`src/lqc_pkg.sv`:
```
// shared types, constants and codes for the link quality classifier
`timescale 1ns / 1ps
package lqc_pkg;

	localparam int WINDOW_BITS = 10;
	localparam int SLOT_W = (WINDOW_BITS > 1) ? $clog2(WINDOW_BITS) : 1;
	localparam int CNT_W = $clog2(WINDOW_BITS + 1);
	localparam int CFG_INDEX_W = 3;
	localparam int CFG_DATA_W = 64;
	localparam int LIMIT_W = 16;

	typedef enum logic [1:0] {
		ST_EVAL      = 2'd0,
		ST_EXCELLENT = 2'd1,
		ST_BAD       = 2'd2
	} lqc_state_t;

	typedef enum logic [2:0] {
		CLS_FAILED = 3'd0,
		CLS_NORMAL = 3'd1,
		CLS_SMALL  = 3'd2,
		CLS_MIDDLE = 3'd3,
		CLS_BIG    = 3'd4,
		CLS_BIGGER = 3'd5
	} lqc_class_t;

	typedef enum logic [CFG_INDEX_W-1:0] {
		REG_SMALL_PKG   = 3'd0,
		REG_MIDDLE_PKG  = 3'd1,
		REG_BIG_PKG     = 3'd2,
		REG_WIFI_LIM    = 3'd3,
		REG_MOBILE_LIM  = 3'd4,
		REG_EXPIRE      = 3'd5,
		REG_GOOD_RUN    = 3'd6,
		REG_MIN_NORMAL  = 3'd7
	} lqc_reg_t;

	typedef struct packed {
		logic [31:0] small_pkg_bytes;
		logic [31:0] middle_pkg_bytes;
		logic [31:0] big_pkg_bytes;
		logic [63:0] wifi_cost_limits;
		logic [63:0] mobile_cost_limits;
		logic [31:0] expire_ticks;
		logic [15:0] good_run_needed;
		logic [5:0]  min_normal_count;
	} lqc_cfg_t;

	typedef struct packed {
		logic [1:0] link_status;
		logic [2:0] task_class;
		logic [6:0] normal_in_window;
	} lqc_result_t;

endpackage

```
`src/lqc_in_if.sv`:
```
// transfer report channel
`timescale 1ns / 1ps
interface lqc_in_if;
	logic        valid;
	logic        ready;
	logic        action;
	logic [31:0] total_size;
	logic [31:0] cost_ms;
	logic        task_failed;
	logic        on_mobile;
	logic [31:0] now_ticks;

	modport source (
		output valid, action, total_size, cost_ms, task_failed, on_mobile, now_ticks,
		input  ready
	);
	modport sink (
		input  valid, action, total_size, cost_ms, task_failed, on_mobile, now_ticks,
		output ready
	);
endinterface

```
`src/lqc_out_if.sv`:
```
// link status result channel
`timescale 1ns / 1ps
interface lqc_out_if;
	logic       valid;
	logic       ready;
	logic [1:0] link_status;
	logic [2:0] task_class;
	logic [6:0] normal_in_window;

	modport source (
		output valid, link_status, task_class, normal_in_window,
		input  ready
	);
	modport sink (
		input  valid, link_status, task_class, normal_in_window,
		output ready
	);
endinterface

```
`src/link_quality_classifier_unit.sv`:
```
// link quality classifier top level: config registers, input stage and result register
//
//   channel  modport  direction  contents
//   req      sink     in         action, total_size, cost_ms, task_failed, on_mobile, now_ticks
//   rsp      source   out        link_status, task_class, normal_in_window
//   cfg_*    plain    in         write enable, register index, 64-bit data
//
// one word per cycle sustained while rsp stays ready; each word is registered in the input stage
// (classify) and then in the result register (status update) before it is on rsp
// the status update reads the state registers combinationally and writes them back when the word fires
// arst_n clears status and both valid flags and loads the config registers with their defaults
// a stalled rsp holds its word; req stays ready while the input stage can drain
`timescale 1ns / 1ps
module link_quality_classifier_unit (
	input  logic                               clk,
	input  logic                               arst_n,
	input  logic                               cfg_we,
	input  logic [lqc_pkg::CFG_INDEX_W-1:0]    cfg_index,
	input  logic [lqc_pkg::CFG_DATA_W-1:0]     cfg_data,
	lqc_in_if.sink                             req,
	lqc_out_if.source                          rsp
);
	import lqc_pkg::*;

	lqc_cfg_t    cfg_q;
	lqc_class_t  cls;
	lqc_class_t  cls_s1;
	logic        valid_s1;
	logic        action_s1;
	logic [31:0] now_s1;
	logic        fire;
	logic        out_valid_q;
	lqc_result_t result;
	lqc_result_t result_q;

	assign fire      = valid_s1 && (!out_valid_q || rsp.ready);
	assign req.ready = !valid_s1 || fire;

	always_ff @(posedge clk or negedge arst_n) begin
		if (!arst_n) begin
			cfg_q.small_pkg_bytes    <= 32'd10240;
			cfg_q.middle_pkg_bytes   <= 32'd30720;
			cfg_q.big_pkg_bytes      <= 32'd102400;
			cfg_q.wifi_cost_limits   <= '0;
			cfg_q.mobile_cost_limits <= '0;
			cfg_q.expire_ticks       <= 32'd180000;
			cfg_q.good_run_needed    <= 16'd10;
			cfg_q.min_normal_count   <= 6'd3;
		end else if (cfg_we) begin
			unique case (lqc_reg_t'(cfg_index))
				REG_SMALL_PKG:  cfg_q.small_pkg_bytes    <= cfg_data[31:0];
				REG_MIDDLE_PKG: cfg_q.middle_pkg_bytes   <= cfg_data[31:0];
				REG_BIG_PKG:    cfg_q.big_pkg_bytes      <= cfg_data[31:0];
				REG_WIFI_LIM:   cfg_q.wifi_cost_limits   <= cfg_data;
				REG_MOBILE_LIM: cfg_q.mobile_cost_limits <= cfg_data;
				REG_EXPIRE:     cfg_q.expire_ticks       <= cfg_data[31:0];
				REG_GOOD_RUN:   cfg_q.good_run_needed    <= cfg_data[15:0];
				REG_MIN_NORMAL: cfg_q.min_normal_count   <= cfg_data[5:0];
				default: begin
				end
			endcase
		end
	end

	lqc_classify u_classify (
		.total_size  (req.total_size),
		.cost_ms     (req.cost_ms),
		.task_failed (req.task_failed),
		.on_mobile   (req.on_mobile),
		.cfg         (cfg_q),
		.cls         (cls)
	);

	always_ff @(posedge clk or negedge arst_n) begin
		if (!arst_n) begin
			valid_s1 <= 1'b0;
		end else if (req.ready) begin
			valid_s1 <= req.valid;
		end
	end

	always_ff @(posedge clk) begin
		if (req.valid && req.ready) begin
			action_s1 <= req.action;
			cls_s1    <= req.action ? CLS_FAILED : cls;
			now_s1    <= req.now_ticks;
		end
	end

	lqc_status u_status (
		.clk       (clk),
		.arst_n    (arst_n),
		.fire      (fire),
		.action    (action_s1),
		.cls       (cls_s1),
		.now_ticks (now_s1),
		.cfg       (cfg_q),
		.result    (result)
	);

	always_ff @(posedge clk or negedge arst_n) begin
		if (!arst_n) begin
			out_valid_q <= 1'b0;
		end else if (fire) begin
			out_valid_q <= 1'b1;
		end else if (rsp.ready) begin
			out_valid_q <= 1'b0;
		end
	end

	always_ff @(posedge clk) begin
		if (fire) begin
			result_q <= result;
		end
	end

	assign rsp.valid            = out_valid_q;
	assign rsp.link_status      = result_q.link_status;
	assign rsp.task_class       = result_q.task_class;
	assign rsp.normal_in_window = result_q.normal_in_window;

endmodule

```
`src/lqc_classify.sv`:
```
// transfer classification by size band and per-link cost limit
`timescale 1ns / 1ps
module lqc_classify (
	input  logic [31:0]       total_size,
	input  logic [31:0]       cost_ms,
	input  logic              task_failed,
	input  logic              on_mobile,
	input  lqc_pkg::lqc_cfg_t cfg,
	output lqc_pkg::lqc_class_t cls
);
	import lqc_pkg::*;

	logic [63:0]        limits;
	logic [LIMIT_W-1:0] limit;
	lqc_class_t         met_cls;

	assign limits = on_mobile ? cfg.mobile_cost_limits : cfg.wifi_cost_limits;

	always_comb begin
		priority if (total_size < cfg.small_pkg_bytes) begin
			met_cls = CLS_SMALL;
			limit   = limits[15:0];
		end else if (total_size <= cfg.middle_pkg_bytes) begin
			met_cls = CLS_MIDDLE;
			limit   = limits[31:16];
		end else if (total_size <= cfg.big_pkg_bytes) begin
			met_cls = CLS_BIG;
			limit   = limits[47:32];
		end else begin
			met_cls = CLS_BIGGER;
			limit   = limits[63:48];
		end
	end

	always_comb begin
		priority if (task_failed || cost_ms == 32'd0) begin
			cls = CLS_FAILED;
		end else if (cost_ms <= {16'd0, limit}) begin
			cls = met_cls;
		end else begin
			cls = CLS_NORMAL;
		end
	end

endmodule

```
`src/lqc_status.sv`:
```
// run counter, outcome window and link state machine
`timescale 1ns / 1ps
module lqc_status (
	input  logic                 clk,
	input  logic                 arst_n,
	input  logic                 fire,
	input  logic                 action,
	input  lqc_pkg::lqc_class_t  cls,
	input  logic [31:0]          now_ticks,
	input  lqc_pkg::lqc_cfg_t    cfg,
	output lqc_pkg::lqc_result_t result
);
	import lqc_pkg::*;

	localparam logic [SLOT_W-1:0] LAST_SLOT = SLOT_W'(WINDOW_BITS - 1);
	localparam logic [WINDOW_BITS-1:0] WIN_ONES = '1;

	lqc_state_t             state_q, state_d;
	logic [15:0]            run_q, run_d;
	logic [31:0]            tick_q, tick_d;
	logic [WINDOW_BITS-1:0] win_q, win_d, win_r;
	logic [31:0]            stamp_q, stamp_d;
	logic [SLOT_W-1:0]      slot_q, slot_d, slot_r;
	logic [CNT_W-1:0]       cnt;
	logic                   restart;
	logic                   good;
	logic                   eval;
	logic                   cnt_low;

	assign eval    = (state_q == ST_EVAL);
	assign good    = (cls != CLS_FAILED) && (cls != CLS_NORMAL);
	assign restart = (stamp_q == 32'd0) || ((now_ticks - stamp_q) > cfg.expire_ticks);
	assign win_r   = restart ? ((state_q == ST_BAD) ? '0 : WIN_ONES) : win_q;
	assign slot_r  = restart ? LAST_SLOT : slot_q;

	always_comb begin
		slot_d = (slot_r == LAST_SLOT) ? '0 : slot_r + 1'b1;
		run_d  = run_q;
		tick_d = tick_q;
		win_d  = win_r;
		if (good) begin
			if (eval) begin
				if (cls != CLS_SMALL) begin
					tick_d = now_ticks;
				end
				if (run_q != 16'hFFFF) begin
					run_d = run_q + 16'd1;
				end
			end
			win_d[slot_d] = 1'b1;
		end else if (cls == CLS_NORMAL) begin
			if (eval) begin
				run_d  = '0;
				tick_d = '0;
			end
			win_d[slot_d] = 1'b1;
		end else begin
			run_d         = '0;
			tick_d        = '0;
			win_d[slot_d] = 1'b0;
		end
	end

	always_comb begin
		cnt = '0;
		for (int i = 0; i < WINDOW_BITS; i++) begin
			cnt = cnt + CNT_W'(win_d[i]);
		end
	end

	assign cnt_low = ({{(7-CNT_W){1'b0}}, cnt} <= {1'b0, cfg.min_normal_count});

	always_comb begin
		state_d = state_q;
		stamp_d = restart ? now_ticks : stamp_q;
		unique case (state_q)
			ST_EVAL: begin
				if (run_d >= cfg.good_run_needed && (now_ticks - tick_d) <= cfg.expire_ticks) begin
					state_d = ST_EXCELLENT;
				end else if (cnt_low) begin
					state_d = ST_BAD;
					stamp_d = '0;
				end
			end
			ST_EXCELLENT: begin
				if (run_d == 16'd0 && tick_d == 32'd0) begin
					state_d = ST_EVAL;
				end
			end
			ST_BAD: begin
				if (!cnt_low) begin
					state_d = ST_EVAL;
					stamp_d = '0;
				end
			end
			default: begin
				state_d = ST_EVAL;
			end
		endcase
	end

	always_comb begin
		if (action) begin
			result.link_status      = ST_EVAL;
			result.task_class       = CLS_FAILED;
			result.normal_in_window = 7'(WINDOW_BITS);
		end else begin
			result.link_status      = state_d;
			result.task_class       = cls;
			result.normal_in_window = {{(7-CNT_W){1'b0}}, cnt};
		end
	end

	always_ff @(posedge clk or negedge arst_n) begin
		if (!arst_n) begin
			state_q <= ST_EVAL;
			run_q   <= '0;
			tick_q  <= '0;
			win_q   <= WIN_ONES;
			stamp_q <= '0;
			slot_q  <= LAST_SLOT;
		end else if (fire) begin
			if (action) begin
				state_q <= ST_EVAL;
				run_q   <= '0;
				tick_q  <= '0;
				win_q   <= WIN_ONES;
				stamp_q <= '0;
				slot_q  <= LAST_SLOT;
			end else begin
				state_q <= state_d;
				run_q   <= run_d;
				tick_q  <= tick_d;
				win_q   <= win_d;
				stamp_q <= stamp_d;
				slot_q  <= slot_d;
			end
		end
	end

	a_reset_action: assert property (@(posedge clk) disable iff (!arst_n)
		fire && action |=> state_q == ST_EVAL && run_q == 16'd0 && win_q == WIN_ONES)
		else $error("reset action did not clear status");

	a_failed_clears_run: assert property (@(posedge clk) disable iff (!arst_n)
		fire && !action && cls == CLS_FAILED |=> run_q == 16'd0 && tick_q == 32'd0)
		else $error("failed word left run or good tick set");

	a_bad_stamp: assert property (@(posedge clk) disable iff (!arst_n)
		fire && !action && state_d != state_q && (state_d == ST_BAD || state_q == ST_BAD)
		|=> stamp_q == 32'd0)
		else $error("stamp not cleared on bad entry or exit");

	a_slot_range: assert property (@(posedge clk) disable iff (!arst_n)
		slot_q <= LAST_SLOT)
		else $error("window slot out of range");

	a_no_bad_to_excellent: assert property (@(posedge clk) disable iff (!arst_n)
		state_q == ST_BAD |=> state_q != ST_EXCELLENT)
		else $error("bad moved straight to excellent");

endmodule

```
`src/flat_wrapper.sv`:
```
// flat-port wrapper written by rule: the top's interface ports become plain ports
module link_quality_classifier_unit_flat import lqc_pkg::*;
  (clk, arst_n, cfg_we, cfg_index, cfg_data, req_valid, req_action, req_total_size, req_cost_ms, req_task_failed, req_on_mobile, req_now_ticks, req_ready, rsp_valid, rsp_link_status, rsp_task_class, rsp_normal_in_window, rsp_ready);
  lqc_in_if req_i ();
  lqc_out_if rsp_i ();
  input  logic clk;
  input  logic arst_n;
  input  logic cfg_we;
  input  logic [lqc_pkg::CFG_INDEX_W-1:0] cfg_index;
  input  logic [lqc_pkg::CFG_DATA_W-1:0] cfg_data;
  input wire logic [$bits(req_i.valid)-1:0] req_valid;
  input wire logic [$bits(req_i.action)-1:0] req_action;
  input wire logic [$bits(req_i.total_size)-1:0] req_total_size;
  input wire logic [$bits(req_i.cost_ms)-1:0] req_cost_ms;
  input wire logic [$bits(req_i.task_failed)-1:0] req_task_failed;
  input wire logic [$bits(req_i.on_mobile)-1:0] req_on_mobile;
  input wire logic [$bits(req_i.now_ticks)-1:0] req_now_ticks;
  output wire logic [$bits(req_i.ready)-1:0] req_ready;
  output wire logic [$bits(rsp_i.valid)-1:0] rsp_valid;
  output wire logic [$bits(rsp_i.link_status)-1:0] rsp_link_status;
  output wire logic [$bits(rsp_i.task_class)-1:0] rsp_task_class;
  output wire logic [$bits(rsp_i.normal_in_window)-1:0] rsp_normal_in_window;
  input wire logic [$bits(rsp_i.ready)-1:0] rsp_ready;
  assign req_i.valid = req_valid;
  assign req_i.action = req_action;
  assign req_i.total_size = req_total_size;
  assign req_i.cost_ms = req_cost_ms;
  assign req_i.task_failed = req_task_failed;
  assign req_i.on_mobile = req_on_mobile;
  assign req_i.now_ticks = req_now_ticks;
  assign req_ready = req_i.ready;
  assign rsp_valid = rsp_i.valid;
  assign rsp_link_status = rsp_i.link_status;
  assign rsp_task_class = rsp_i.task_class;
  assign rsp_normal_in_window = rsp_i.normal_in_window;
  assign rsp_i.ready = rsp_ready;
  link_quality_classifier_unit u_core (.clk(clk), .arst_n(arst_n), .cfg_we(cfg_we), .cfg_index(cfg_index), .cfg_data(cfg_data), .req(req_i), .rsp(rsp_i));
endmodule
```
`config.mk`:
```
export PLATFORM = sky130hd
export DESIGN_NAME = link_quality_classifier_unit_flat
export DESIGN_NICKNAME = d
export VERILOG_FILES = /design/src/lqc_pkg.sv /design/src/lqc_in_if.sv /design/src/lqc_out_if.sv /design/src/link_quality_classifier_unit.sv /design/src/lqc_classify.sv /design/src/lqc_status.sv /design/src/flat_wrapper.sv
export SDC_FILE = /design/constraint.sdc
export NUM_CORES = 1
export LEC_CHECK = 0
export BUFFER_PORTS_ARGS = -buffer_cell sky130_fd_sc_hd__buf_2
export CORE_MARGIN = 4
export CORE_UTILIZATION = 50
export CTS_CLUSTER_DIAMETER = 120
export DETAILED_ROUTE_END_ITERATION = 8
export PLACE_DENSITY = 0.79
export SKIP_LAST_GASP = 1
export SYNTH_ARGS = -nofsm -noshare
export SYNTH_HDL_FRONTEND = slang
export SYNTH_SLANG_ARGS = --single-unit
```
`constraint.sdc`:
```
create_clock -name clk -period 10.39 [get_ports clk]
set_input_delay 1.039 -clock clk [delete_from_list [all_inputs] [get_ports clk]]
set_output_delay 1.039 -clock clk [all_outputs]
set_load 0.005 [all_outputs]
```
======== Yosys cells after proc, flatten, opt, wreduce, memory -nomap -nowiden ========
Index checks and enable logic that the tools add are counted.
word-level totals
  register bits ........................... 424
  output and inout port bits .............. 14
operators by class
  add/subtract/negate cells ............... 13
  magnitude comparators ................... 10
  equality and inequality tests ........... 14
  muxes and demuxes ....................... 44
  bitwise logic cells ..................... 4
  reduce and logical (&&, ||, !) cells .... 31
operators with widths
  operator                                                         count
  32-bit 2-to-1 mux                                                11
  16-bit 2-to-1 mux                                                9
  32-bit less-or-equal comparator                                  3
  32-bit zero test                                                 3
  64-bit 2-to-1 mux                                                1
  32-bit case mux with 2 select lines                              1
  32-bit subtractor                                                2
  10-bit 2-to-1 mux                                                5
  32-bit greater-than comparator                                   1
  32-bit by 16-bit less-or-equal comparator with 1-bit output      1
  32-bit less-than comparator                                      1
  4-bit by 1-bit adder with 4-bit output                           6
  16-bit by 1-bit adder with 16-bit output, second input constant  1
  16-bit greater-or-equal comparator                               1
  16-bit zero test                                                 1
  16-bit != test, second input constant                            1
  2-bit AND reduction                                              8
  2-bit 2-to-1 mux                                                 7
  3-bit == test, second input constant                             4
  4-bit 2-to-1 mux                                                 3
  10-bit AND                                                       1
  10-bit inverter                                                  1
  10-bit OR                                                        1
  3-bit by 1-bit == test with 1-bit output, second input constant  2
  other kinds (27)                                                 41

======== Depth between registers and ports, before layout ========
Gate-level depths: netlist of run 1.
  depth in word-level cells ............... 28
  gate-level depth with buffers ........... 52
  depth with buffers taken out ............ 49

======== Modules after synthesis ========
A second synthesis of run 1 with hierarchy kept.
unflattened totals
  cells, all modules ...................... 2464
  area total of the unflattened synthesis .. 26678.1 µm²
modules (own cells, without submodules)
  module                        times used  cells an instance  area an instance (µm²)  seq. area each (µm²)
  link_quality_classifier_unit  1           656                12049.1                 8475.6
  lqc_status                    1           1268               10620.2                 2417.3
  lqc_classify                  1           540                4008.8                  0.0

======== Least setup slack after synthesis of run 1 ========
Ideal clock, no wire load.
  path kind ............................... reg-to-reg
  from .................................... reg u_core.now_s1[0]
  to ...................................... reg u_core.u_status.stamp_q[10]
  arrival ................................. 10.023 ns
  setup slack ............................. 0.301 ns
  cell stages (with the launch flop) ...... 47
  buffers on the path ..................... 3
  clock period less this slack ............ 10.089 ns
  cells stage by stage .................... edfxtp_1 -> inv_1 -> ha_1 -> inv_1 -> fa_1 -> a21o_1 -> a21oi_1 -> nand2b_1 -> a2111o_1 -> a21boi_0 -> o21bai_1 -> o21ai_0 -> o21a_1 -> nor2_1 -> xnor2_1 -> ha_1 -> nand4_1 -> or3_1 -> (+11 left out) -> o31ai_1 -> inv_1 -> o21ai_0 -> mux2i_1 -> fa_1 -> fa_1 -> fa_1 -> ha_1 -> fa_1 -> xnor2_1 -> ha_1 -> and4_1 -> nor4_1 -> nor2_1 -> a221o_1 -> nor3_1 -> clkbuf_1 -> a22o_1
on the way
  longest elaborated chain between the ends .. 28
ends and longest elaborated chain
  element                                                                                                                                                      line                                                  source
  start: declaration                                                                                                                                           link_quality_classifier_unit.sv:30                    logic [31:0] now_s1;
  start signal: assignment                                                                                                                                     link_quality_classifier_unit.sv:86                    now_s1 <= req.now_ticks;
  32-bit subtractor *                                                                                                                                          lqc_status.sv:32                                      assign restart = (stamp_q == 32'd0) || ((now_ticks - stamp_q) > cfg.expire_ticks);
  32-bit greater-than comparator *                                                                                                                             lqc_status.sv:32
  1-bit logical OR *                                                                                                                                           lqc_status.sv:32
  4-bit 2-to-1 mux                                                                                                                                             lqc_status.sv:34                                      assign slot_r = restart ? LAST_SLOT : slot_q;
  4-bit by 1-bit adder with 4-bit output or 4-bit == test (tied branches)                                                                                      lqc_status.sv:37                                      slot_d = (slot_r == LAST_SLOT) ? '0 : slot_r + 1'b1;
  4-bit 2-to-1 mux                                                                                                                                             lqc_status.sv:37
  4-bit by 5-bit less-than comparator with 1-bit output (not written as such) or 4-bit by 1-bit greater-or-equal comparator with 1-bit output (tied branches)  lqc_status.sv:50, lqc_status.sv:56, lqc_status.sv:60
  1-bit logical AND (not written as such)                                                                                                                      lqc_status.sv:50, lqc_status.sv:56, lqc_status.sv:60
  (+9 left out)                                                                                                                                                -
  4-bit by 1-bit adder with 4-bit output (5 in a row)                                                                                                          lqc_status.sv:67                                      cnt = cnt + CNT_W'(win_d[i]);
  4-bit by 1-bit adder with 4-bit output *                                                                                                                     lqc_status.sv:67
  net u_core.u_status.cnt[2]                                                                                                                                   lqc_status.sv:24                                      logic [CNT_W-1:0] cnt;
  4-bit by 6-bit less-or-equal comparator with 1-bit output *                                                                                                  lqc_status.sv:71                                      assign cnt_low = ({{(7-CNT_W){1'b0}}, cnt} <= {1'b0, cfg.min_normal_count});
  32-bit 2-to-1 mux                                                                                                                                            lqc_status.sv:80                                      end else if (cnt_low) begin
  32-bit 2-to-1 mux                                                                                                                                            lqc_status.sv:78                                      if (run_d >= cfg.good_run_needed && (now_ticks - tick_d) <= cfg.expire_ticks) begin
  32-bit case mux with 2 select lines *                                                                                                                        lqc_status.sv:76                                      unique case (state_q)
  32-bit 2-to-1 mux *                                                                                                                                          lqc_status.sv:123                                     if (action) begin
  end signal: assignment                                                                                                                                       lqc_status.sv:135                                     stamp_q <= stamp_d;
  end: declaration                                                                                                                                             lqc_status.sv:22                                      logic [31:0] stamp_q, stamp_d;
Mark *: on every way through the listed nets, which the timed path passes. The rest lies on a longest branch.
A chain may end at the register's enable or synchronous reset.

======== Worst setup path in the final report of run 1 ========
  from .................................... reg u_core.now_s1[1]
  to ...................................... reg u_core.u_status.stamp_q[0]
The elaborated chain is that of the path after synthesis.

==> key figures, run 1 <==
Detailed routing
  • ANT nets after route: 0
  • WL per Instance: 21.4 um
  • Vias: 20500
  • Final WL: 72700 um
  • Post-DR vias/cell: 6.03
  • DRC: 0
  • First drt pass iteration count: 5
  • Initial DRC count: 1633

Floorplan
  • Chip width: 235 um
  • Chip height: 235 um
  • # IOs: 185
  • Initial Util: 50.9%
  • Core Area: 50500 um2
  • Die ar.: 55100 um2
  • Row count: 82

Critical path
  • Endpoint class of the critical path: flip-flop
  • Buffers plus inverters on the worst setup path: 4
  • Crit Path Max Fanout: 8
  • Worst reg2reg setup slack: 320 ps
  • R2R cell count: 43
  • Worst path required time: 10910 ps
  • Reg2reg start: u_core.now_s1[1]
  • Slowest stage delay, CP: 500 ps
  • Startpoint type of the worst setup path: flip-flop
  • Slowest CP cell: fa_1
  • Critical Path Source: u_core.now_s1[1]
  • Setup CP Type: flip-flop to flip-flop
  • Critical Path End: u_core.u_status.stamp_q[0]
  • CP top delay family: adder cells
  • R2r endpoint: u_core.u_status.stamp_q[0]
  • Worst Path Arrival: 10600 ps
  • Crit. path cell count: 43

STA
  • Endpoints failing setup: 0
  • Hold Fails Final Rpt: 0
  • Setup WS post-layout: 317 ps
  • Hold Worst Slack: 443 ps
  • Least-Margin Pin Slew: 1110 ps
  • Setup tns final: 0 ps
  • Final worst path period share: 97.0%
  • Pins Over Slew Limit: 0
  • Crit path time final: 10070 ps
  • Worst slew margin: 26.0%
  • Setup skew after layout: 14.0 ps
  • Achievable Freq: 99.3 MHz

Clock tree
  • CTS Buf Count: 45
  • CTS Hold Bufs: 0
  • Later-pin clock latency in the skew report: 590 ps
  • TritonCTS Sinks: 421
  • Maximum buffer depth of the clock tree: 3
  • CTS tree: done
  • Htree depth: 2
  • Root Buffer: clkbuf_16
  • Worst-path clk slew: 60 ps

GRT
  • Initial antenna violation count: 10
  • Total track usage: 25.4%
  • First-pass GRT wire length: 114000 um
  • Total gr overflow: 0
  • Largest net degree at the start of global routing: 153
  • Vias in the first global route: 20700

Cells and area
  • Final Cell Area: 29200 um2
  • Non-Filler Instances: 3403
  • Fill count: 4205
  • Layout cell share with drive strength beyond 1: 21.0%
  • Area Growth Syn to Fin: 13.8%
  • Nets@finish: 3127

Pwr
  • PwrDens: 257 nW/um2
  • Clock share of power: 21.4%
  • LEAKAGE: 13.5 nW
  • Internal Power: 4.60 mW
  • Logic pwr share: 48.8%
  • VDD IR max: 378 uV
  • Net Switching: 2.92 mW
  • Sequential power share: 29.8%
  • Switch share: 38.9%

Flow run
  • Total of max-cap violations: 0

Logic synthesis
  • Syn Inst Count: 2504
  • Seq/Total Area, Yosys: 42.0%
  • Post-Syn Area: 25700 um2
  • Post-synth top cells: dfrtp_1 (342), ha_1 (262), inv_1 (216)
  • Cell taking the most area after synthesis: dfrtp_1
  • Syn Area/Cell: 10.3 um2
  • Share of the synthesized area in the top cell type: 33.3%
  • Post-synth EDFFs: 45
  • Top-count cell post-synth: dfrtp_1
  • Yosys warnings: 0
  • Distinct cells, synth: 80
  • Synth Flop Type: dfrtp_1
  • Largest cells by area after synthesis: dfrtp_1 (33%), ha_1 (13%), mux2_2 (8.1%), edfxtp_1 (5.3%), o21ai_0 (3.8%)
  • Asr flop ratio synth: 89.3%
  • #FFs+latches synth: 421

Placed design
  • Placed inst area: 27300 um2
  • IO Port Bufs: 181
  • Pre-CTS setup slack: -272 ps
  • RePlAce Congestion: 0.936
  • HPWL Detailed: 52500 um
  • Cells after DPL: 3290

Min path
  • Min-Delay Path Class: input port to asynchronous set/reset pin

Status
  • Run status: complete, no violations
[cells in the final DEF, fill, tap and decap left out, types with 28 or more instances in the layout]
cell       Yosys  layout
nand3_1       33      33
xnor2_1       39      38
dfrtp_1      342     342
mux2_2       186     186
clkbuf_16      0      50
o21ai_0      196     193
a21o_1        86      86
ha_1         262     261
buf_4          3      34
nand4_1       53      53
mux2i_1       83      82
a21oi_1      121     116
inv_1        216     216
nor2_1        99      95
nand2_1      189     189
dfstp_2       34      34
edfxtp_1      45      45
nor4_1        29      28
buf_2          2     179
a22o_1        46      46
a22oi_1       32      32
[worst reg2reg max path, delay by kind of cell (launching register included)]
family,cells,cell delay [ps]
compound gates,13,2610
xor+xnor,2,310
fa+ha+maj,9,3230
buf+inv,4,500
flops,1,470
mux,2,410
simple gates,13,2430
[flip-flops by register name (all words and copies together), names as in the netlist]
signal,count
u_core.action_s1,1
u_core.cfg_q,278
u_core.cls_s1,3
u_core.now_s1,32
u_core.rsp.link_status,2
u_core.rsp.normal_in_window,4
u_core.rsp.task_class,3
u_core.rsp.valid,1
u_core.u_status.run_q,16
u_core.u_status.slot_q,4
u_core.u_status.stamp_q,32
u_core.u_status.state_q,2
u_core.u_status.tick_q,32
u_core.u_status.win_q,10
u_core.valid_s1,1
[area by class of cell]
class | count | area (um2) | area share [%]
inverter | 216 | 811 | 2.77
clock buffer | 70 | 1340 | 4.59
timing repair buffer | 224 | 1360 | 4.66
sequential | 421 | 10800 | 36.9
tap | 672 | 841 | 2.88
antenna | 8 | 20.0 | 0.0685
multi-input combinational | 1778 | 13900 | 47.6
clock inverter | 14 | 148 | 0.505
[stage by stage]
step,power (mW),util [%]
2_1_floorplan,4.64,-
3_3_place_gp,5.42,54.2
3_5_place_dp,5.58,54.2
4_1_cts,7.24,57.1
5_1_grt,8.06,57.9
6_report,7.52,57.9
[power groups by stage]
stage          Combinational [mW]  Clock [mW]  Sequential [mW]
2_1_floorplan                2.46           0             2.18
3_3_place_gp                 3.18           0             2.24
3_5_place_dp                 3.33           0             2.26
4_1_cts                      3.37        1.64             2.23
5_1_grt                      4.07        1.71             2.28
6_report                     3.67        1.61             2.24
[cells by family (layout without fill, tap and decap cells)]
kind of cell | after synthesis | in the layout | synth area share [%]
buffers and inverters | 307 | 524 | 4.64
other | 1 | 11 | 0.0146
adders and majority gates | 270 | 270 | 13.4
DFF | 421 | 421 | 42.0
xor gates and xnor gates | 56 | 56 | 1.91
AOI/OAI and AO/OA | 633 | 633 | 16.0
and+or+nand+nor | 546 | 546 | 10.5
muxes | 270 | 270 | 11.5
[timing repair]
| action | 4_1_cts | 5_1_grt |
|---|---|---|
| endpoints found under the hold margin | 0 | 0 |
| cloned | 0 | 5 |
| setup buffers | 0 | 16 |
| pin swaps | 0 | 22 |
| resized for setup | 2 | 37 |
| endpoints found under the setup margin | 32 | 34 |
[worst min path at each step]
stage	start	end	slack, ps	depth (start not counted)
after global placement	u_core.u_status.tick_q[5]	u_core.u_status.tick_q[5]	460	2
after global routing	arst_n	u_core.u_status.tick_q[18]	490	1
after CTS	arst_n	u_core.u_status.tick_q[22]	450	1
final	arst_n	u_core.u_status.tick_q[19]	440	1
after floorplan	u_core.u_status.win_q[0]	u_core.u_status.win_q[0]	450	2
after detailed placement	u_core.u_status.tick_q[5]	u_core.u_status.tick_q[5]	480	2
[metal layers]
metal  wire length [um]  global-route usage, %  part of all wire [%]
met5                 65                      0                 0.089
met4               2540                   8.02                   3.5
met3               4990                   5.02                   6.9
met2              34300                   41.5                    47
met1              30900                   34.5                    42
(Power assumes the default switching activity.)
==> run 2: changes to the inputs <==
--- a/config.mk
+++ b/config.mk
@@ -11,6 +11,7 @@
 export CTS_CLUSTER_DIAMETER = 120
 export DETAILED_ROUTE_END_ITERATION = 8
 export PLACE_DENSITY = 0.79
+export REMOVE_ABC_BUFFERS = 1
 export SKIP_LAST_GASP = 1
 export SYNTH_ARGS = -nofsm -noshare
 export SYNTH_HDL_FRONTEND = slang
==> run 2 against run 1 <==
Against the previous run:
- combinational power increased by 2%
- design area increased by 0.53%
- via count up 0.30%
- utilization up 0.31 points
==> key figures, run 2 (synthesized netlist as in run 1, its figures left out) <==
STA
  • Least-Margin Pin Slew: 1080 ps
  • Hold Fails Final Rpt: 0
  • Worst slew margin: 28.2%
  • Final worst path period share: 96.9%
  • Crit path time final: 10070 ps
  • Endpoints failing setup: 0
  • Achievable Freq: 99.3 MHz
  • Setup WS post-layout: 324 ps
  • Pins Over Slew Limit: 0
  • Setup skew after layout: 52.9 ps
  • Setup tns final: 0 ps

Clock tree
  • Later-pin clock latency in the skew report: 620 ps
  • Root Buffer: clkbuf_16
  • TritonCTS Sinks: 421
  • Maximum buffer depth of the clock tree: 3
  • CTS tree: done
  • Worst-path clk slew: 60 ps
  • Htree depth: 2
  • CTS Hold Bufs: 0
  • CTS Buf Count: 47

Floorplan
  • Die ar.: 55100 um2
  • Initial Util: 50.9%
  • Row count: 82
  • Chip height: 235 um
  • Chip width: 235 um
  • Core Area: 50500 um2
  • # IOs: 185

Critical path
  • Buffers plus inverters on the worst setup path: 5
  • Slowest CP cell: fa_1
  • Startpoint type of the worst setup path: flip-flop
  • Worst Path Arrival: 10580 ps
  • Worst path required time: 10900 ps
  • Crit. path cell count: 45
  • Slowest stage delay, CP: 560 ps
  • R2R cell count: 45
  • Crit Path Max Fanout: 8
  • Endpoint class of the critical path: flip-flop
  • Most used cell, CP: fa_1
  • Setup CP Type: flip-flop to flip-flop
  • CP top delay family: adder cells

GRT
  • Total track usage: 25.2%
  • Initial antenna violation count: 13
  • First-pass GRT wire length: 114000 um
  • M2 GR Usage: 42.0%
  • M3 GR Usage: 4.85%
  • Largest net degree at the start of global routing: 99
  • Most Crowded Layer GR: met2
  • Vias in the first global route: 20700
  • Met1 global-route usage: 32.8%
  • Total gr overflow: 0

Cells and area
  • Area Growth Syn to Fin: 14.4%
  • Footprint of the multi-input gates: 14000 um2
  • Final Cell Area: 29400 um2
  • Commonest non-fill, non-tap cells in the layout: dfrtp_1 (342), ha_1 (258), inv_1 (215)
  • Nets@finish: 3126
  • Fin util: 58.2%
  • Most flop-heavy register: u_core.cfg_q
  • Register area: 10800 um2
  • Largest register FFs: 278
  • Fill count: 4147
  • Commonest non-fill, non-tap cell in the layout: dfrtp_1
  • Layout cell share with drive strength beyond 1: 21.8%

Detailed routing
  • First drt pass iteration count: 5
  • WL per Instance: 21.3 um
  • DRC: 0
  • Vias: 20600
  • Post-DR vias/cell: 6.04
  • ANT nets after route: 0
  • Final WL: 72500 um
  • Initial DRC count: 1623

Placed design
  • HPWL Detailed: 52100 um
  • RePlAce Congestion: 0.948
  • Placed inst area: 27400 um2
  • IO Port Bufs: 181
  • Pre-CTS setup slack: -183 ps

Pwr
  • LEAKAGE: 13.6 nW
  • PwrDens: 265 nW/um2
  • VDD IR max: 460 uV

Flow run
  • Total of max-cap violations: 0

Min path
  • Min-Delay Path Class: input port to asynchronous set/reset pin

Status
  • Run status: complete, no violations
-- run 2: final cells by class --
| type | instances | share of cell area [%] |
|---|---|---|
| sequential | 421 | 36.7 |
| clock buffer | 63 | 4.49 |
| tap | 672 | 2.86 |
| timing repair buffer | 221 | 4.32 |
| inverter | 216 | 2.76 |
| multi-input combinational | 1778 | 47.5 |
| clock inverter | 25 | 1.26 |
| antenna | 7 | 0.0596 |
-- run 2: timing repair --
action | CTS | global route
resized for setup | 2 | 56
setup endpoints to repair | 32 | 34
cloned | 0 | 2
setup buffers | 0 | 12
pin swaps | 0 | 34
-- run 2: path summary, 6_finish.rpt --
path,start,to,slack (ps)
max,u_core.u_status.stamp_q[3],u_core.u_status.stamp_q[2],320
min,arst_n,u_core.u_status.tick_q[9],450
max reg2reg,u_core.u_status.stamp_q[3],u_core.u_status.stamp_q[2],320
min reg2reg,u_core.u_status.tick_q[30],u_core.u_status.tick_q[30],490
max in group asynchronous,arst_n,u_core.cfg_q[10],7530
min in group clk,u_core.u_status.tick_q[30],u_core.u_status.tick_q[30],490
-- run 2: worst reg2reg max path, delay by kind of cell (launching register included) --
family | cells | cell delay [ps]
simple gates | 13 | 2290
mux | 2 | 380
buf+inv | 5 | 590
compound gates | 15 | 2760
flops | 1 | 380
xor+xnor | 1 | 150
fa+ha+maj | 9 | 3410
-- run 2: routing by layer --
metal  wire [um]  share of wire (%)  up-vias
met5          67              0.092        -
met2       34300                 47      816
li1            -                  -     9452
met3        5650                7.8      181
met1       29700                 41    10100
met4        2890                4.0       10
-- run 2: per-stage QoR --
step | instances | total power, mW | hold WS [ps]
2_1_floorplan | 2415 | 4.61 | 449
3_3_place_gp | 3294 | 5.41 | 464
3_5_place_dp | 3294 | 5.65 | 475
4_1_cts | 3382 | 7.51 | 480
5_1_grt | 3402 | 8.29 | 494
6_report | 3403 | 7.78 | 449
-- run 2: report_power, final --
part | leakage (nW) | total [mW] | internal, mW | switching (mW)
clock network | 0.809 | 1.81 | 1.08 | 0.733
registers | 5.05 | 2.24 | 2.04 | 0.196
logic | 7.71 | 3.73 | 1.63 | 2.10
